<file path="config.mk">
export PLATFORM = sky130hd
export DESIGN_NAME = gpio_pin_port_controller_top
export DESIGN_NICKNAME = d
export VERILOG_FILES = /design/src/gppc_pkg.sv /design/src/gppc_front.sv /design/src/gppc_queue.sv /design/src/gppc_back.sv /design/src/gpio_pin_port_controller_top.sv
export SDC_FILE = /design/constraint.sdc
export NUM_CORES = 1
export LEC_CHECK = 0
export BUFFER_PORTS_ARGS = -buffer_cell sky130_fd_sc_hd__clkbuf_2
export CAP_MARGIN = 20
export CORE_MARGIN = 5
export CORE_UTILIZATION = 55
export DETAILED_ROUTE_END_ITERATION = 10
export MAX_ROUTING_LAYER = met4
export PLACE_DENSITY_LB_ADDON = 0.05
export SYNTH_ARGS = -nofsm -noshare
export SYNTH_HDL_FRONTEND = slang
export SYNTH_SLANG_ARGS = --single-unit
</file>
<file path="constraint.sdc">
create_clock -name clk -period 7 [get_ports clk]
set_input_delay 1.75 -clock clk [delete_from_list [all_inputs] [get_ports clk]]
set_output_delay 1.75 -clock clk [all_outputs]
set_load 0.005 [all_outputs]
</file>
<file path="src/gppc_pkg.sv">
`default_nettype none

package gppc_pkg;

    localparam int PIN_COUNT  = 106;
    localparam int PORT_COUNT = 7;

    localparam logic [6:0] PORT_BASE [0:PORT_COUNT] = '{
        7'd0, 7'd22, 7'd39, 7'd57, 7'd73, 7'd80, 7'd94, 7'd106
    };
    localparam logic [2:0] PORT_CODE [0:PORT_COUNT-1] = '{
        3'd0, 3'd2, 3'd3, 3'd4, 3'd5, 3'd6, 3'd7
    };

    localparam logic [3:0] OP_GET_FUNC  = 4'd0;
    localparam logic [3:0] OP_SET_FUNC  = 4'd1;
    localparam logic [3:0] OP_GET_PULL  = 4'd2;
    localparam logic [3:0] OP_SET_PULL  = 4'd3;
    localparam logic [3:0] OP_WRITE_LVL = 4'd4;
    localparam logic [3:0] OP_TOGGLE    = 4'd5;
    localparam logic [3:0] OP_READ_LVL  = 4'd6;
    localparam logic [3:0] OP_GET_DRIVE = 4'd7;
    localparam logic [3:0] OP_SET_DRIVE = 4'd8;

    localparam logic [1:0] ST_OK        = 2'd0;
    localparam logic [1:0] ST_NO_PIN    = 2'd1;
    localparam logic [1:0] ST_NO_PWM    = 2'd2;
    localparam logic [1:0] ST_BAD_DRIVE = 2'd3;

    localparam logic [3:0] FUNC_PWM        = 4'd8;
    localparam logic [2:0] FUNC_PWM_STORED = 3'd3;
    localparam logic [3:0] PULL_MAX        = 4'd2;

    typedef struct packed {
        logic [3:0] op;
        logic [6:0] pin;
        logic [3:0] val;
        logic [2:0] port;
        logic [4:0] local_pin;
        logic       pin_ok;
        logic       pwm_pin;
    } req_t;

    typedef struct packed {
        logic [2:0] port;
        logic [4:0] local_pin;
        logic       found;
    } pin_loc_t;

    function automatic pin_loc_t decode_pin(input logic [6:0] pin);
        pin_loc_t r;
        int       k;
        r = '0;
        for (k = 0; k < PORT_COUNT; k++)
        begin
            if (!r.found && pin >= PORT_BASE[k] && pin < PORT_BASE[k+1])
            begin
                r.found     = 1'b1;
                r.port      = PORT_CODE[k];
                r.local_pin = 5'(pin - PORT_BASE[k]);
            end
        end
        return r;
    endfunction

endpackage

`default_nettype wire

</file>
<file path="src/gppc_front.sv">
`default_nettype none

module gppc_front #(
    parameter int PWM_PIN = 5
) (
    input  wire logic          start,
    input  wire logic [3:0]    operation,
    input  wire logic [6:0]    pin_number,
    input  wire logic [3:0]    value,
    input  wire logic          q_full,
    output logic               busy,
    output logic               push,
    output gppc_pkg::req_t     push_req
);

    gppc_pkg::pin_loc_t loc;

    always_comb
    begin
        loc                = gppc_pkg::decode_pin(pin_number);
        push_req.op        = operation;
        push_req.pin       = pin_number;
        push_req.val       = value;
        push_req.port      = loc.port;
        push_req.local_pin = loc.local_pin;
        push_req.pin_ok    = loc.found;
        push_req.pwm_pin   = (pin_number == 7'(PWM_PIN));
    end

    assign busy = q_full;
    assign push = start && !q_full;

endmodule

`default_nettype wire

</file>
<file path="src/gppc_queue.sv">
`default_nettype none

module gppc_queue (
    input  wire logic           clk,
    input  wire logic           rst_n,
    input  wire logic           push,
    input  wire gppc_pkg::req_t push_req,
    input  wire logic           pop,
    output gppc_pkg::req_t      head,
    output logic                full,
    output logic                empty
);

    gppc_pkg::req_t slot_reg [0:1];
    logic           wr_ptr_reg;
    logic           rd_ptr_reg;
    logic [1:0]     count_reg;
    logic [1:0]     count_next;

    always_comb
    begin
        count_next = count_reg;
        if (push && !pop)
            count_next = count_reg + 2'd1;
        else if (pop && !push)
            count_next = count_reg - 2'd1;
    end

    always_ff @(posedge clk or negedge rst_n)
    begin
        if (!rst_n)
        begin
            wr_ptr_reg <= 1'b0;
            rd_ptr_reg <= 1'b0;
            count_reg  <= 2'd0;
        end
        else
        begin
            if (push)
                wr_ptr_reg <= ~wr_ptr_reg;
            if (pop)
                rd_ptr_reg <= ~rd_ptr_reg;
            count_reg <= count_next;
        end
    end

    always_ff @(posedge clk)
    begin
        if (push)
            slot_reg[wr_ptr_reg] <= push_req;
    end

    assign head  = slot_reg[rd_ptr_reg];
    assign full  = (count_reg == 2'd2);
    assign empty = (count_reg == 2'd0);

    a_no_overflow: assert property (@(posedge clk) disable iff (!rst_n)
        full |-> !push)
        else $error("queue push while full");

    a_no_underflow: assert property (@(posedge clk) disable iff (!rst_n)
        empty |-> !pop)
        else $error("queue pop while empty");

    a_count_bound: assert property (@(posedge clk) disable iff (!rst_n)
        count_reg != 2'd3)
        else $error("queue count out of range");

endmodule

`default_nettype wire

</file>
<file path="src/gppc_back.sv">
`default_nettype none

module gppc_back #(
    parameter int MAX_DRIVE = 3
) (
    input  wire logic           clk,
    input  wire logic           rst_n,
    input  wire logic           q_empty,
    input  wire gppc_pkg::req_t head,
    output logic                pop,
    output logic                done,
    output logic [3:0]          read_value,
    output logic [1:0]          status,
    output logic [2:0]          port_index,
    output logic [4:0]          local_pin
);

    typedef enum logic {
        S_IDLE,
        S_EXEC
    } state_t;

    state_t                      state_reg;
    gppc_pkg::req_t              cur_reg;
    logic                        done_reg;
    logic [3:0]                  read_value_reg;
    logic [1:0]                  status_reg;
    logic [2:0]                  port_index_reg;
    logic [4:0]                  local_pin_reg;
    logic                        rd_valid_reg;
    logic [7:0]                  rd_data_reg;
    logic [7:0]                  pin_mem [0:gppc_pkg::PIN_COUNT-1];
    logic [gppc_pkg::PIN_COUNT-1:0] valid_reg;

    logic       rd_en;
    logic       wr_en;
    logic [7:0] word;
    logic [7:0] word_next;
    logic [3:0] rd_next;
    logic [1:0] status_next;

    assign pop   = (state_reg == S_IDLE) && !q_empty;
    assign rd_en = pop && head.pin_ok;
    assign word  = rd_valid_reg ? rd_data_reg : 8'd0;
    assign wr_en = (state_reg == S_EXEC) && cur_reg.pin_ok;

    // word layout: function[7:5] pull[4:3] drive[2:1] level[0]
    always_comb
    begin
        word_next   = word;
        rd_next     = 4'd0;
        status_next = gppc_pkg::ST_OK;
        if (!cur_reg.pin_ok)
        begin
            status_next = gppc_pkg::ST_NO_PIN;
        end
        else
        begin
            case (cur_reg.op)
                gppc_pkg::OP_GET_FUNC:
                begin
                    if (word[7:5] == gppc_pkg::FUNC_PWM_STORED && cur_reg.pwm_pin)
                        rd_next = gppc_pkg::FUNC_PWM;
                    else
                        rd_next = {1'b0, word[7:5]};
                end
                gppc_pkg::OP_SET_FUNC:
                begin
                    if (cur_reg.val == gppc_pkg::FUNC_PWM)
                    begin
                        if (cur_reg.pwm_pin)
                            word_next[7:5] = gppc_pkg::FUNC_PWM_STORED;
                        else
                            status_next = gppc_pkg::ST_NO_PWM;
                    end
                    else if (cur_reg.val < gppc_pkg::FUNC_PWM)
                    begin
                        word_next[7:5] = cur_reg.val[2:0];
                    end
                end
                gppc_pkg::OP_GET_PULL:
                    rd_next = {2'b00, word[4:3]};
                gppc_pkg::OP_SET_PULL:
                begin
                    if (cur_reg.val <= gppc_pkg::PULL_MAX)
                        word_next[4:3] = cur_reg.val[1:0];
                end
                gppc_pkg::OP_WRITE_LVL:
                    word_next[0] = (cur_reg.val != 4'd0);
                gppc_pkg::OP_TOGGLE:
                    word_next[0] = ~word[0];
                gppc_pkg::OP_READ_LVL:
                    rd_next = {3'b000, word[0]};
                gppc_pkg::OP_GET_DRIVE:
                    rd_next = {2'b00, word[2:1]};
                gppc_pkg::OP_SET_DRIVE:
                begin
                    if (cur_reg.val <= 4'(MAX_DRIVE))
                        word_next[2:1] = cur_reg.val[1:0];
                    else
                        status_next = gppc_pkg::ST_BAD_DRIVE;
                end
                default:
                    word_next = word;
            endcase
        end
    end

    always_ff @(posedge clk or negedge rst_n)
    begin
        if (!rst_n)
        begin
            state_reg      <= S_IDLE;
            cur_reg        <= '0;
            done_reg       <= 1'b0;
            read_value_reg <= 4'd0;
            status_reg     <= gppc_pkg::ST_OK;
            port_index_reg <= 3'd0;
            local_pin_reg  <= 5'd0;
            rd_valid_reg   <= 1'b0;
        end
        else
        begin
            done_reg <= 1'b0;
            case (state_reg)
                S_IDLE:
                begin
                    if (!q_empty)
                    begin
                        cur_reg      <= head;
                        rd_valid_reg <= head.pin_ok && valid_reg[head.pin];
                        state_reg    <= S_EXEC;
                    end
                end
                S_EXEC:
                begin
                    done_reg       <= 1'b1;
                    read_value_reg <= rd_next;
                    status_reg     <= status_next;
                    port_index_reg <= cur_reg.port;
                    local_pin_reg  <= cur_reg.local_pin;
                    state_reg      <= S_IDLE;
                end
                default:
                    state_reg <= S_IDLE;
            endcase
        end
    end

    always_ff @(posedge clk or negedge rst_n)
    begin
        if (!rst_n)
            valid_reg <= '0;
        else if (wr_en)
            valid_reg[cur_reg.pin] <= 1'b1;
    end

    always_ff @(posedge clk)
    begin
        if (wr_en)
            pin_mem[cur_reg.pin] <= word_next;
        if (rd_en)
            rd_data_reg <= pin_mem[head.pin];
    end

    assign done       = done_reg;
    assign read_value = read_value_reg;
    assign status     = status_reg;
    assign port_index = port_index_reg;
    assign local_pin  = local_pin_reg;

    a_done_single: assert property (@(posedge clk) disable iff (!rst_n)
        done_reg |=> !done_reg)
        else $error("result strobe held for two cycles");

    a_write_in_exec: assert property (@(posedge clk) disable iff (!rst_n)
        wr_en |-> (state_reg == S_EXEC) && (cur_reg.pin < 7'(gppc_pkg::PIN_COUNT)))
        else $error("pin store written outside execute or out of range");

    a_no_pin_fields: assert property (@(posedge clk) disable iff (!rst_n)
        done_reg && status_reg == gppc_pkg::ST_NO_PIN |->
            read_value_reg == 4'd0 && port_index_reg == 3'd0 && local_pin_reg == 5'd0)
        else $error("missing pin result carries nonzero fields");

    a_exec_follows_pop: assert property (@(posedge clk) disable iff (!rst_n)
        pop |=> state_reg == S_EXEC)
        else $error("request popped without execute");

endmodule

`default_nettype wire

</file>
<file path="src/gpio_pin_port_controller_top.sv">
`default_nettype none

// gpio pin controller: one request is one access to one pin, addressed by
// a global pin number over ports a, c, d, e, f, g, l (port b has no pins)
// request channel: start, operation, pin_number, value; taken at a clock
// edge where start is high and busy is low
// result channel: done is high for exactly one cycle with read_value,
// status, port_index and local_pin; the receiver cannot hold it off
// with the queue empty and the back end idle, a request is written into the
// queue, then popped into the back end's execute state, which registers done
// with the result; no new request is popped until then, since the per-pin
// store is read on the pop and written back in execute through its single port
// a 2-entry queue sits between the decoder and the pin store, so up to
// two decoded requests may wait; busy is high while the queue is full
// reset: all pin function, pull, drive and level settings read as zero,
// the queue is emptied and no result is pending; no clearing pass
module gpio_pin_port_controller_top #(
    parameter int PWM_PIN   = 5,
    parameter int MAX_DRIVE = 3
) (
    input  wire logic       clk,
    input  wire logic       rst_n,
    input  wire logic       start,
    output logic            busy,
    input  wire logic [3:0] operation,
    input  wire logic [6:0] pin_number,
    input  wire logic [3:0] value,
    output logic            done,
    output logic [3:0]      read_value,
    output logic [1:0]      status,
    output logic [2:0]      port_index,
    output logic [4:0]      local_pin
);

    gppc_pkg::req_t push_req;
    gppc_pkg::req_t head;
    logic           push;
    logic           pop;
    logic           q_full;
    logic           q_empty;

    gppc_front #(
        .PWM_PIN (PWM_PIN)
    ) u_front (
        .start      (start),
        .operation  (operation),
        .pin_number (pin_number),
        .value      (value),
        .q_full     (q_full),
        .busy       (busy),
        .push       (push),
        .push_req   (push_req)
    );

    gppc_queue u_queue (
        .clk      (clk),
        .rst_n    (rst_n),
        .push     (push),
        .push_req (push_req),
        .pop      (pop),
        .head     (head),
        .full     (q_full),
        .empty    (q_empty)
    );

    gppc_back #(
        .MAX_DRIVE (MAX_DRIVE)
    ) u_back (
        .clk        (clk),
        .rst_n      (rst_n),
        .q_empty    (q_empty),
        .head       (head),
        .pop        (pop),
        .done       (done),
        .read_value (read_value),
        .status     (status),
        .port_index (port_index),
        .local_pin  (local_pin)
    );

endmodule

`default_nettype wire
</file>
Word-level counts from Yosys, hierarchy flattened
Memory sizes are Yosys's and may differ from the RTL's. A register that Yosys moved wholly into a read port is not among the register bits.
Index checks and enable logic that the tools add are counted.
{"block": "word_totals", "reg_bits": 152, "mem_count": 2, "mem_bits_ro": 0, "ram_bits": 898, "latch_bits": 0, "inputBits": 18}
{"block": "classes", "shift": 0, "order_cmp": 20, "n_mul": 0, "mux": 39, "n_addsub": 8, "n_eq_ne": 12, "reduce_logical": 37, "n_bitwise": 6, "n_div": 0}
{"memory": "u_back.pin_mem", "depth": 106, "word_bits": 8, "rd": 1, "rd_clocked_by_memory_dff": 1, "wr": 1, "line": "gppc_back.sv:32", "rtl": "logic [7:0] pin_mem [0:gppc_pkg::PIN_COUNT-1];"}
{"memory": "u_queue.slot_reg", "depth": 2, "word_bits": 25, "rd": 1, "rd_clocked_by_memory_dff": 0, "wr": 1, "line": "gppc_queue.sv:14", "rtl": "gppc_pkg::req_t slot_reg [0:1];"}
{"cell": "$or 106x106->106", "n": 1}
{"cell": "$mux 9", "n": 6}
{"cell": "$lt 7x7->1 const B", "n": 4}
{"cell": "$logic_and 1x1->1", "n": 22}
{"cell": "$ge 7x7->1 const B", "n": 3}
{"cell": "$mux 2", "n": 10}
{"cell": "$sub 5x5->5 const B", "n": 4}
{"cell": "$eq 4x3->1 const B", "n": 4}
{"cell": "$lt 7x8->1 const B", "n": 2}
{"cell": "$mux 8", "n": 2}
{"cell": "$pmux 4 s4", "n": 1}
{"cell": "$ge 7x1->1 const B", "n": 2}
{"cell": "$ge 7x6->1 const B", "n": 2}
{"cell": "$lt 7x6->1 const B", "n": 2}
{"cell": "$mux 3", "n": 4}
{"cell": "$logic_not 1->1", "n": 10}
{"cell": "$eq 4x2->1 const B", "n": 2}
{"cell": "$eq 4x4->1 const B", "n": 2}
{"cell": "$le 4x2->1 const B", "n": 2}
{"cell": "$mux 1", "n": 8}
{"cell": "$mux 4", "n": 2}
{"cell": "$bmux 1 s7", "n": 1}
{"cell": "$demux 1 s7", "n": 1}
{"cell": "$eq 7x3->1 const B", "n": 1}
{"cell": "19 further kinds", "n": 24}

Logic depth before layout (Yosys ltp)
Gate-level depths: netlist of run 1.
{"block": "depth", "word_depth": 27, "depth_mapped": 11, "ltp_nobuf": 9}

Hierarchy
From an unflattened synthesis of run 1, not the netlist that was laid out.
{"block": "hier_totals", "hier_cells": 2302, "area_unflattened_um2": 42474.5}
{"mod": "gppc_back", "cells_each": 2090, "area_per_inst_um2": 39598.0, "n_inst": 1, "seq_area_each_um2": 29408.2}
{"mod": "gppc_queue", "cells_each": 94, "area_per_inst_um2": 2092.0, "n_inst": 1, "seq_area_each_um2": 1601.5}
{"mod": "gppc_front", "cells_each": 118, "area_per_inst_um2": 784.5, "n_inst": 1, "seq_area_each_um2": 0.0}

Worst setup path after synthesis of run 1
No wires, ideal clock.
{"block": "synth_path", "path_kind": "register to register", "from": "register u_back.cur_reg[23] (netlist bit)", "to": "memory u_back.pin_mem[0][1] (data pin)", "setup_ns": 1.028, "arrival_time_ns": 5.142, "t_required_ns": 5.972, "setup_slack_ns": 0.831, "n_path_buf": 1, "path_stages_with_launch": 5, "path_cell_list": "dfrtp_1 clkbuf_1 nor2_1 nand4_1 o21ai_0"}
{"block": "synth_via", "elab_chain_cells": 3}
{"element": "from (decl)", "line": "gppc_back.sv:24", "rtl": "gppc_pkg::req_t cur_reg;"}
{"element": "from (signal assigned)", "line": "gppc_back.sv:114", "rtl": "cur_reg <= '0;"}
{"element": "from (signal assigned)", "line": "gppc_back.sv:130", "rtl": "cur_reg <= head;"}
{"element": "$eq 4x4->1", "line": "gppc_back.sv:59", "rtl": "case (cur_reg.op)"}
{"element": "$mux 2", "line": "gppc_back.sv:59"}
{"element": "$mux 8", "line": "gppc_back.sv:53", "rtl": "if (!cur_reg.pin_ok)"}
{"element": "named net u_back.word_next[1]", "line": "gppc_back.sv:38", "rtl": "logic [7:0] word_next;"}
{"element": "to (decl)", "line": "gppc_back.sv:32"}
The timed path passes the listed nets, and every way through them passes these cells.

Worst setup path after layout of run 1
{"block": "layout_path", "from": "register u_queue.rd_ptr_reg", "to": "register u_back.rd_data_reg[7], read port of u_back.pin_mem (data pin)"}
{"block": "layout_via", "elab_chain_cells": 2}
{"element": "from (decl)", "line": "gppc_queue.sv:16", "rtl": "logic rd_ptr_reg;"}
{"element": "from (signal assigned)", "line": "gppc_queue.sv:42", "rtl": "rd_ptr_reg <= ~rd_ptr_reg;"}
{"element": "$mem_v2 2x25 *"}
{"element": "$logic_and 1x1->1", "line": "gppc_back.sv:43", "rtl": "assign rd_en = pop && head.pin_ok;"}
{"element": "to (decl)", "line": "gppc_back.sv:31", "rtl": "logic [7:0] rd_data_reg;"}
Mark *: on every way between the ends. The rest lies on a longest branch, timed or not.
A chain may end at the register's enable or synchronous reset.

==> impl_metrics.csv, run 1 <==
group,metric,value,unit
synth,syn_inst,3060,
synth,synth_top_area_share,0.640,
place,io_buffers,33,
clocking,clock_sinks,1058,
timing,max_freq,218,MHz
synth,ys_types,65,
final_layout,layout-drive-gt1-share,0.142,
timing,min_period,4.58,ns
route,vias,26100,
grt,grt_max_degree,138,
clocking,ctsHoldBuffers,0,
final_layout,largest_register_ffs,848,
worst_setup_path,cp.arrival,4.98,ns
power,peakVddDrop,0.000312,V
place,placed_cells,4014,
final_layout,fillers,5923,
place,place_congestion,0.898,
clocking,clkTransAtPathRegs,0.06,ns
synth,synth_commonest_cells,"edfxtp_1, nand2_1, nand3_1, dfrtp_1, nor2_1",
floorplan,rows,102,
grt,grt.overflow.total,0,
synth,synthesis.nets,3084,
run_status,status,"finished, final reports clean",
worst_setup_path,critPathRequiredTime,7.40,ns
route,ant_nets,0,
final_layout,fin_cells,4218,
final_layout,n_antenna_cell,0,
worst_setup_path,r2r_setup_slack,2.42,ns
final_layout,nets,3110,
route,viasPerCell,6.18,
worst_setup_path,worst-setup-path-type,"flip-flop to flip-flop",
place,hpwl,67700,um
grt,grtUsageTotal,0.282,
clocking,post-cts-setup-buffers,0,
synth,synth_ff_type,"edfxtp_1",
worst_setup_path,setup.worst_path.end_class,"flip-flop",
clocking,post_cts_resized,0,
route,firstDrtPassIters,5,
route,routedWlPerCell,26.9,um
clocking,tritoncts,"built",
timing,drv_slew,0,
floorplan,die_h,288,um
grt,antenna_found_initial,0,
clocking,clk_latency,0.68,ns
synth,yosysMostFrequentCell,"edfxtp_1",
power,power_density,413,nW/um^2
synth,async_reset_ff_frac,0.144,
synth,ys_ff_latch,1058,
min_path,min_path_type,"flip-flop to flip-flop",
grt,grt_pass1_wl,168000,um
final_layout,area_growth,11.4,%
worst_setup_path,crit_fanout,73,
run,maxCapViolations,0,
synth,synth_warnings,0,
timing,period_share,0.654,
route,drtIter0Drc,2610,
synth,syn_area,42500,sq um
timing,hold_ws,0.458,ns
timing,rsz0062_at_grt,"false",
floorplan,io_pins,34,
synth,synth_largest_area_cell,"edfxtp_1",
final_layout,final_util,0.614,
synth,synth_edf_count,906,
clocking,cts_buffer_depth,3,
grt,grt_pass1_vias,25400,
power,cellLeakagePower,17.1,nW
clocking,cts_max_level,3,
floorplan,die-area,82900,sq um
worst_setup_path,startpoint_type,"flip-flop",
synth,synth_top_cells_by_area,"edfxtp_1, dfrtp_1, nand2_1",
timing,fin_worst_skew,0.0214,ns
floorplan,initial_core_util,0.551,
timing,fin_tns_setup,0,ns
timing,worstMarginPinSlew,1.21,ns
timing,setup_viol,0,
timing,finalHoldViolations,0,
route,routed_wl,114000,um
clocking,root_buffer,"clkbuf_16",
floorplan,die_width,288,um
route,drc,0,
timing,timing.slew.headroom,0.194,
synth,syn_avg_cell_area,13.9,sq um
synth,yosysSeqAreaShare,0.730,
floorplan,core,77100,sq um
clocking,cts_buffers,108,
==> path summary, 6_finish.rpt <==
| path | start | cells past startpoint | to |
|---|---|---|---|
| max | u_queue.rd_ptr_reg$_DFFE_PN0P_ | 7 | u_back.rd_data_reg[7]$_DFFE_PP_ |
| max in group asynchronous | rst_n | 2 | u_back.valid_reg[59]$_DFFE_PN0P_ |
| max reg2reg | u_queue.rd_ptr_reg$_DFFE_PN0P_ | 7 | u_back.rd_data_reg[7]$_DFFE_PP_ |
| min reg2reg | u_back.valid_reg[35]$_DFFE_PN0P_ | 1 | u_back.valid_reg[35]$_DFFE_PN0P_ |
| min | u_back.valid_reg[35]$_DFFE_PN0P_ | 1 | u_back.valid_reg[35]$_DFFE_PN0P_ |
| min in group asynchronous | rst_n | 1 | u_back.valid_reg[28]$_DFFE_PN0P_ |
==> cells in the final DEF, fill, tap and decap left out, types with 50 or more instances in the layout <==
cell       Yosys  layout
clkbuf_16      0     108
mux2i_1      109     104
nand2_1      665     665
or2_2        106     106
a21oi_1       72      71
nor2_1       142     136
buf_4         17      50
nand3_1      310     308
dfrtp_1      152     151
edfxtp_1     906     906
mux4_2        54      54
==> worst max-delay path: stages (launching register included) <==
cell       delay [ns]
dfrtp_2          0.49
mux2_8           0.62
buf_4            0.83
mux4_2           0.42
a2111oi_0        0.99
o41ai_1          0.34
o32ai_1          0.35
a21oi_1          0.14
==> layer usage <==
layer	track usage	part of all wire	vias to the layer above
met2	0.434	0.48	1096
li1	-	-	11400
met5	-	0	-
met3	0.0369	0.067	248
met4	0.0986	0.041	0
met1	0.395	0.41	13300
==> final cells by class <==
| type | instances | area (sq um) | share of cell area |
|---|---|---|---|
| clock buffers | 162 | 3110 | 0.0656 |
| clock inverters | 40 | 365 | 0.00772 |
| inverters | 16 | 60.1 | 0.00127 |
| multi-input cells | 1809 | 10800 | 0.228 |
| flip-flops and latches | 1058 | 31000 | 0.655 |
| well taps | 1040 | 1300 | 0.0275 |
| repair buffers | 93 | 716 | 0.0151 |
==> logic make-up after synthesis <==
family                   synth area share
XOR/XNOR                          0.00144
AND/OR/NAND/NOR                     0.138
multiplexers                       0.0591
buffers and inverters              0.0211
AO/OA/AOI/OAI                      0.0488
adder cells (fa/ha/maj)           0.00177
flip-flops                          0.730
==> where the power goes <==
| group | internal, mW | switching [mW] |
|---|---|---|
| registers | 7.80 | 0.348 |
| clock network | 3.22 | 2.37 |
| logic | 1.75 | 4.05 |
==> metrics by stage <==
| stage | instance area (sq um) | worst slack (ns) | power [mW] |
|---|---|---|---|
| 3_3_place_gp | 43800 | 2.64 | 13.9 |
| 3_5_place_dp | 43800 | 2.57 | 14.0 |
| 6_report | 47300 | 2.42 | 19.5 |
| 4_1_cts | 47300 | 2.60 | 19.6 |
| 5_1_grt | 47300 | 2.43 | 20.3 |
| 2_1_floorplan | 42500 | 0.831 | 11.8 |
Note: power is estimated with default switching activity, not from simulation.
==> run 2, diff against run 1 <==
Clock period 7 ns to 4.7 ns, I/O delays scaled along.
==> run 2 against run 1 <==
Global-route usage increased by 0.63 points; non-clock buffer count is 80 higher; die area stayed put; highest routed layer unchanged.
==> impl_metrics.csv, run 2 (synthesis gave the netlist of run 1 again) <==
group,metric,value,unit
final_layout,mostFrequentLayoutCell,"edfxtp_1",
place,place_congestion,0.875,
worst_setup_path,setup.worst_path.end_class,"flip-flop",
worst_setup_path,startpoint_type,"flip-flop",
timing,timing.slew.headroom,0.238,
timing,setup_viol,0,
min_path,hold_depth,1,
final_layout,final_cell_area,48100,sq um
clocking,cts_buffers,107,
clocking,clkTransAtPathRegs,0.06,ns
worst_setup_path,r2r_setup_slack,0.75,ns
worst_setup_path,worst_r2r_path_depth,6,
min_path,min_path_type,"flip-flop to flip-flop",
clocking,cts_max_level,3,
worst_setup_path,cp.arrival,4.36,ns
grt,grtUsageTotal,0.288,
clocking,clock_sinks,1058,
min_path,min_to,"u_back.valid_reg[72]$_DFFE_PN0P_",
final_layout,nets,3189,
place,io_buffers,33,
clocking,clk_latency,0.68,ns
grt,grt.overflow.total,0,
run_status,status,"finished, final reports clean",
power,power.total,29.5,mW
floorplan,die_width,288,um
clocking,ctsHoldBuffers,0,
floorplan,die-area,82900,sq um
route,routedWlPerCell,26.9,um
worst_setup_path,crit_fanout,71,
place,post_dp_cell_area,44600,sq um
clocking,root_buffer,"clkbuf_16",
min_path,worstHoldStart,"u_back.valid_reg[72]$_DFFE_PN0P_",
timing,rsz0062_at_grt,"false",
clocking,post-cts-setup-buffers,0,
final_layout,final_cell_mix,"edfxtp_1, nand2_1, nand3_1",
timing,hold_ws,0.463,ns
worst_setup_path,r2r-end,"u_back.rd_data_reg[2]$_DFFE_PP_",
route,routed_wl,115000,um
clocking,tritoncts,"built",
timing,fin_worst_skew,0.0251,ns
floorplan,rows,102,
timing,period_share,0.840,
route,viasPerCell,6.11,
worst_setup_path,worst-setup-path-type,"flip-flop to flip-flop",
final_layout,largest_register_ffs,848,
route,wl_met1,47100,um
power,peakVddDrop,0.000392,V
floorplan,io_pins,34,
timing,worstMarginPinSlew,1.14,ns
run,maxCapViolations,0,
final_layout,area_growth,13.2,%
route,wl_met2,56300,um
timing,max_freq,253,MHz
route,drc,0,
power,power_density,613,nW/um^2
worst_setup_path,critPathRequiredTime,5.11,ns
floorplan,initial_core_util,0.551,
route,drtIter0Drc,2876,
route,vias,26300,
route,topRoutingLayerUsed,"met4",
timing,drv_slew,0,
grt,grt_pass1_vias,26000,
floorplan,die_h,288,um
route,firstDrtPassIters,5,
worst_setup_path,rr_startpoint,"u_queue.rd_ptr_reg$_DFFE_PN0P_",
route,ant_nets,0,
final_layout,layout-drive-gt1-share,0.159,
grt,grt_pass1_wl,172000,um
clocking,post_cts_resized,0,
place,hpwl,71900,um
floorplan,core,77100,sq um
timing,min_period,3.95,ns
clocking,cts_buffer_depth,3,
power,cellLeakagePower,17.5,nW
grt,antenna_found_initial,1,
route,met3_wirelength,9040,um
final_layout,fillers,5891,
grt,grt_max_degree,107,
timing,finalHoldViolations,0,
## run 2: routing by layer
metal  GRT usage  up-vias
met5           -        -
met2       0.459     1089
met3      0.0473      197
li1            -    11600
met1       0.394    13400
met4      0.0756        0
## run 2: stage by stage
step           worst slack, ns  setup TNS, ns   util  cells
6_report                 0.750              0  0.624   4299
5_1_grt                  0.647              0  0.624   4299
4_1_cts                  0.837              0  0.624   4297
3_5_place_dp             0.862              0  0.579   4095
3_3_place_gp             0.934              0  0.578   4093
2_1_floorplan            -1.47        -311.49      -   3060
## run 2: worst max path at each step
stage / slack, ns / from / cells past startpoint / endpoint
after floorplan: -1.47 / u_back.cur_reg[23]$_DFFE_PN0P_ / 4 / u_back.pin_mem[0][1]$_DFFE_PP_
after global placement: 0.93 / u_queue.rd_ptr_reg$_DFFE_PN0P_ / 9 / u_back.rd_data_reg[0]$_DFFE_PP_
after detailed placement: 0.86 / u_queue.rd_ptr_reg$_DFFE_PN0P_ / 6 / u_back.rd_data_reg[2]$_DFFE_PP_
after CTS: 0.84 / u_queue.rd_ptr_reg$_DFFE_PN0P_ / 6 / u_back.rd_data_reg[2]$_DFFE_PP_
after global routing: 0.65 / u_queue.rd_ptr_reg$_DFFE_PN0P_ / 6 / u_back.rd_data_reg[2]$_DFFE_PP_
final: 0.75 / u_queue.rd_ptr_reg$_DFFE_PN0P_ / 6 / u_back.rd_data_reg[2]$_DFFE_PP_
## run 2: area by class of cell
| class | count | area (sq um) | share of cell area |
|---|---|---|---|
| Antenna cell | 1 | 2.50 | 0.0000520 |
| Clock buffer | 154 | 2980 | 0.0619 |
| Clock inverter | 48 | 499 | 0.0104 |
| Inverter | 16 | 60.1 | 0.00125 |
| Multi-Input combinational cell | 1809 | 10800 | 0.224 |
| Sequential cell | 1058 | 31000 | 0.645 |
| Tap cell | 1040 | 1300 | 0.0271 |
| Timing Repair Buffer | 173 | 1470 | 0.0306 |
## run 2: worst max-delay path: stages, from the launching register on
cell	delay, ns
dfrtp_2	0.69
mux2_8	0.69
mux4_2	0.62
a2111oi_0	0.78
nor3_1	0.23
o32ai_1	0.40
a21oi_1	0.14
## run 2: report_power, final
part	switching (mW)	total (mW)	internal, mW
Combinational	6.06	8.92	2.86
Sequential	0.551	12.2	11.6
Clock	3.55	8.40	4.85
Total	10.2	29.5	19.3
